$ cat config.mk
export PLATFORM = sky130hd
export DESIGN_NAME = pvt_cell
export DESIGN_NICKNAME = d
export VERILOG_FILES = /design/src/sv/pvt_pkg.sv /design/src/sv/pvt_cell.sv
export SDC_FILE = /design/constraint.sdc
export NUM_CORES = 1
export LEC_CHECK = 0
export CAP_MARGIN = 20
export CORE_AREA = 5 5 92 94
export CTS_BUF_LIST = sky130_fd_sc_hd__clkbuf_8
export DETAILED_ROUTE_END_ITERATION = 12
export DIE_AREA = 0 0 97 99
export DONT_BUFFER_PORTS = 1
export PLACE_DENSITY = 0.79
export RECOVER_POWER = 100
export SLEW_MARGIN = 5
export SYNTH_ARGS = -nofsm -noshare
export SYNTH_HDL_FRONTEND = slang
export SYNTH_SLANG_ARGS = --single-unit
$ cat constraint.sdc
create_clock -name clk -period 2.59 [get_ports clk]
set_clock_uncertainty 0.05 [all_clocks]
set_input_delay 0.3885 -clock clk [delete_from_list [all_inputs] [get_ports clk]]
set_output_delay 0.3885 -clock clk [all_outputs]
set_load 0.02 [all_outputs]
$ cat src/sv/pvt_pkg.sv
// Shared types and constants for the plurality vote tally.
package pvt_pkg;

	localparam int OP_BITS    = 2;
	localparam int VOTE_BITS  = 64;
	localparam int COUNT_BITS = 7;
	localparam int CFG_BITS   = 64;
	localparam int IN_BYTES   = 8;
	localparam int OUT_BITS   = 72;

	localparam logic [COUNT_BITS-1:0] COUNT_MAX = '1;

	typedef enum logic [OP_BITS-1:0] {
		OP_START   = 2'd0,
		OP_CAST    = 2'd1,
		OP_ABSTAIN = 2'd2
	} op_t;

	typedef enum logic {
		REG_CURRENT_VALUE = 1'b0,
		REG_TARGET_VALUE  = 1'b1
	} reg_idx_t;

	typedef enum logic [1:0] {
		ST_IDLE,
		ST_RUN,
		ST_DONE
	} state_t;

	// control part of the search item that walks down the cell row
	typedef struct packed {
		logic                  valid;
		logic                  found;
		logic                  alloc;
		logic [COUNT_BITS-1:0] count;
	} tok_ctl_t;

endpackage

$ cat src/sv/pvt_cell.sv
// One table entry of the tally row: match, allocate or count, then pass the item on.
module pvt_cell #(
	parameter int MAX_ENTRIES = 65,
	parameter int VALUE_BITS  = 64,
	parameter int IDX         = 0,
	localparam int UW         = $clog2(MAX_ENTRIES + 1)
) (
	input  logic                   clk,
	input  logic                   arst_n,
	input  logic [UW-1:0]          used,
	input  pvt_pkg::tok_ctl_t      ctl_in,
	input  logic [VALUE_BITS-1:0]  val_in,
	output pvt_pkg::tok_ctl_t      ctl_out,
	output logic [VALUE_BITS-1:0]  val_out
);

	localparam logic [UW-1:0] MY_IDX = UW'(IDX);

	logic [VALUE_BITS-1:0]          val_q;
	logic [pvt_pkg::COUNT_BITS-1:0] cnt_q;
	pvt_pkg::tok_ctl_t              ctl_q;
	logic [VALUE_BITS-1:0]          tval_q;

	logic                           live;
	logic                           hit;
	logic                           take;
	logic [pvt_pkg::COUNT_BITS-1:0] inc_cnt;
	pvt_pkg::tok_ctl_t              ctl_nxt;

	always_comb begin
		live    = ctl_in.valid && !ctl_in.found;
		hit     = live && (MY_IDX < used) && (val_q == val_in);
		take    = live && (MY_IDX == used);
		// saturate at the top count
		inc_cnt = (cnt_q == pvt_pkg::COUNT_MAX) ? cnt_q : cnt_q + pvt_pkg::COUNT_BITS'(1);
		ctl_nxt = ctl_in;
		if (hit) begin
			ctl_nxt.found = 1'b1;
			ctl_nxt.count = inc_cnt;
		end else if (take) begin
			ctl_nxt.found = 1'b1;
			ctl_nxt.alloc = 1'b1;
			ctl_nxt.count = pvt_pkg::COUNT_BITS'(1);
		end
	end

	always_ff @(posedge clk) begin
		if (hit) begin
			cnt_q <= inc_cnt;
		end else if (take) begin
			val_q <= val_in;
			cnt_q <= pvt_pkg::COUNT_BITS'(1);
		end
		tval_q <= val_in;
	end

	always_ff @(posedge clk or negedge arst_n) begin
		if (!arst_n) begin
			ctl_q <= '0;
		end else begin
			ctl_q <= ctl_nxt;
		end
	end

	assign ctl_out = ctl_q;
	assign val_out = tval_q;

endmodule

==> run metrics <==
final hold vios 0; Worst Path Required 2570 ps; crit end category register; register bit total from synthesis 145; Post-route DRC 0; sequential share of the synthesized area 0.774; clock share of power 0.389; launch point of the worst path used[3]; WL per Instance 20.6 um; Max IR drop VDD 0.530 mV; Setup Viol. Count Final 0; Antenna diodes 0; Crit Path Max Fanout 43; antenna violations before repair 0; Synth area leader edfxtp_1; cell area after synthesis 4730 um2; Switch Pwr 0.000982 W; Crit path largest cell delay 830 ps; CP max stage cell clkbuf_2; filler cell count in the final layout 391; drt first pass iters 5; area delta synth->final 27.3%; combinational power share 0.038; die extent in y 99 um; Tmin final 2290 ps; Vias per Instance 5.38; fmax 0.436 GHz; cell row count 32; Clock Latency Late Sink 420 ps; RSZ-0062 raised after global routing no; CP Launch Type input pin; relative slew slack 0.267; first-pass GRT wire length 15900 um; Crit Path Category input pin to register; final cell count without fillers 505; CTS root buf clkbuf_8; vias in the first global route 2967; DIE AREA 9600 um2; Clk pin slew, worst setup/hold paths 80 ps; H-Tree Level Count 4; Clock Sinks 145; vias 2719; crit share post-route 0.886; Placed Cells incl. Taps 397; top_reg_cell synth edfxtp_1; GRT Total Usage 0.217; Max clock buf depth 2; final WL 10400 um; hold path start ctl_in[7]; Core Area 7570 um2; distinct cell type count after synthesis 32; Internal Power 0.00351 W; list of most frequent post-synthesis cells edfxtp_1 (71), dfxtp_1 (64), xor2_1 (54); Detailed Route Iter0 Violations 133; Yosys warning count 0; postcts setup bufs 0; Post-synth EDFFs 71; ys async rst share 0.0690; Worst Tran Pin Value 1100 ps; HPWL after DPL 6020 um; final hold slack 20.5 ps; largest net degree at the start of global routing 44; top cells by area, synth edfxtp_1 (45%), dfxtp_1 (27%), xor2_1 (10%); fin area 6020 um2; Final GP Congestion 0.746; Leak 2.36 nW; Slew Limit Fails 0; Die Span X 97 um; IO Port Bufs 0; layout cells sized above 1 0.0868; CP Data Arrival Time 2270 ps; Syn Inst Count 291; TritonCTS clock tree done; aggregate global routing overflow 0; top-count cell post-synth edfxtp_1; Reg power frac 0.573; max_cap viols 0; CTS Buf Count 17; post-synth top area share 0.451; Setup TNS 0 ps; Pwr Density 745 nW/um2; Switching Share 0.219; crit path cell chain or4_1, nor4_1, nand2_1, clkinvlp_2, clkbuf_2; # nets final 474; RR Startpoint val_q[50]; path type of the worst min-delay path input pin to register; Placed Instance Area 4920 um2; post-synth net total 375; DRT antenna net count 0; Resize count post-CTS 0; I/O pin count 157; Syn Area/Cell 16.3 um2; status complete, no violations; Initial Util 0.625
## stage by stage
step / setup WS, ps / power [W] / utilization
floorplan: 88.3 / 0.00266 / -
global placement: 365 / 0.00268 / 0.650
detailed placement: 308 / 0.00268 / 0.650
CTS: 322 / 0.00449 / 0.789
global route: 159 / 0.00466 / 0.796
finish: 295 / 0.00449 / 0.796
## final timing paths
kind	to	slack, ps	depth (start not counted)
worst max-delay path	val_q[28]	300	5
worst min-delay path	ctl_out[7]	20	1
worst max register to register	cnt_q[5]	370	6
worst min register to register	ctl_out[6]	510	2
max in group asynchronous	ctl_out[5]	1900	1
min in group asynchronous	ctl_out[1]	290	1
## power by group through the flow
| stage | logic, W | registers (W) | clock network, W |
|---|---|---|---|
| 3_3_place_gp | 0.0000564 | 0.00262 | 0 |
| 3_5_place_dp | 0.0000592 | 0.00262 | 0 |
| 5_1_grt | 0.000187 | 0.00258 | 0.00190 |
| 6_report | 0.000171 | 0.00257 | 0.00175 |
| 2_1_floorplan | 0.0000492 | 0.00261 | 0 |
| 4_1_cts | 0.000156 | 0.00257 | 0.00176 |
## final cells by class
| cell class | count | area, um2 | share of cell area |
|---|---|---|---|
| inverters | 10 | 38.8 | 0.00644 |
| flip-flops and latches | 145 | 3660 | 0.608 |
| multi-input cells | 136 | 1020 | 0.170 |
| clock buffers | 17 | 234 | 0.0388 |
| clock inverters | 15 | 155 | 0.0258 |
| repair buffers | 80 | 782 | 0.130 |
| well taps | 102 | 128 | 0.0212 |
## routing by layer
metal	routed length, um	track usage	share of wire
met3	733	0.0764	0.070
met5	0	0	0
met4	238	0.0767	0.023
met2	5780	0.396	0.56
met1	3650	0.233	0.35
## cell usage in the layout, fill, tap and decap left out, drive strengths merged, types with 2 or more instances in the layout
cell / Yosys / layout
nor3: 2 / 2
o21ai: 2 / 2
mux2i: 7 / 7
edfxtp: 71 / 71
dlygate4sd3: 0 / 76
nor4: 14 / 14
nor2b: 7 / 7
a221oi: 2 / 2
nand4: 7 / 7
xor2: 54 / 54
xnor2: 3 / 3
inv: 10 / 15
nand3: 3 / 3
o22ai: 3 / 3
bufinv: 0 / 3
dfxtp: 64 / 64
dfrtp: 10 / 10
a2111oi: 2 / 2
clkbuf: 0 / 20
clkinv: 0 / 6
nand2: 10 / 10
nor2: 9 / 9
## cell families (layout without fill, tap and decap cells)
kind of cell	count (synthesis)	count (layout)	synth area share
mux	7	7	0.0148
fa+ha+maj	1	1	0.00264
xor+xnor	57	57	0.106
buf+inv	10	122	0.00794
simple gates	58	58	0.0749
compound gates	13	13	0.0198
flops	145	145	0.774
## registers in the layout, summed over array words and instances (netlist names)
register and flops:
cnt_q 7, ctl_out 10, val_out 64, val_q 64
## what timing repair did
action	in CTS	in global routing
hold buffers	66	10
setup endpoints to repair	0	0
endpoints found under the hold margin	129	10
## critical path, delay by kind of cell
family                 cells  cell delay [ps]
and+or+nand+nor            3              930
buffers and inverters      2              940
Note: power is estimated with default switching activity, not from simulation.
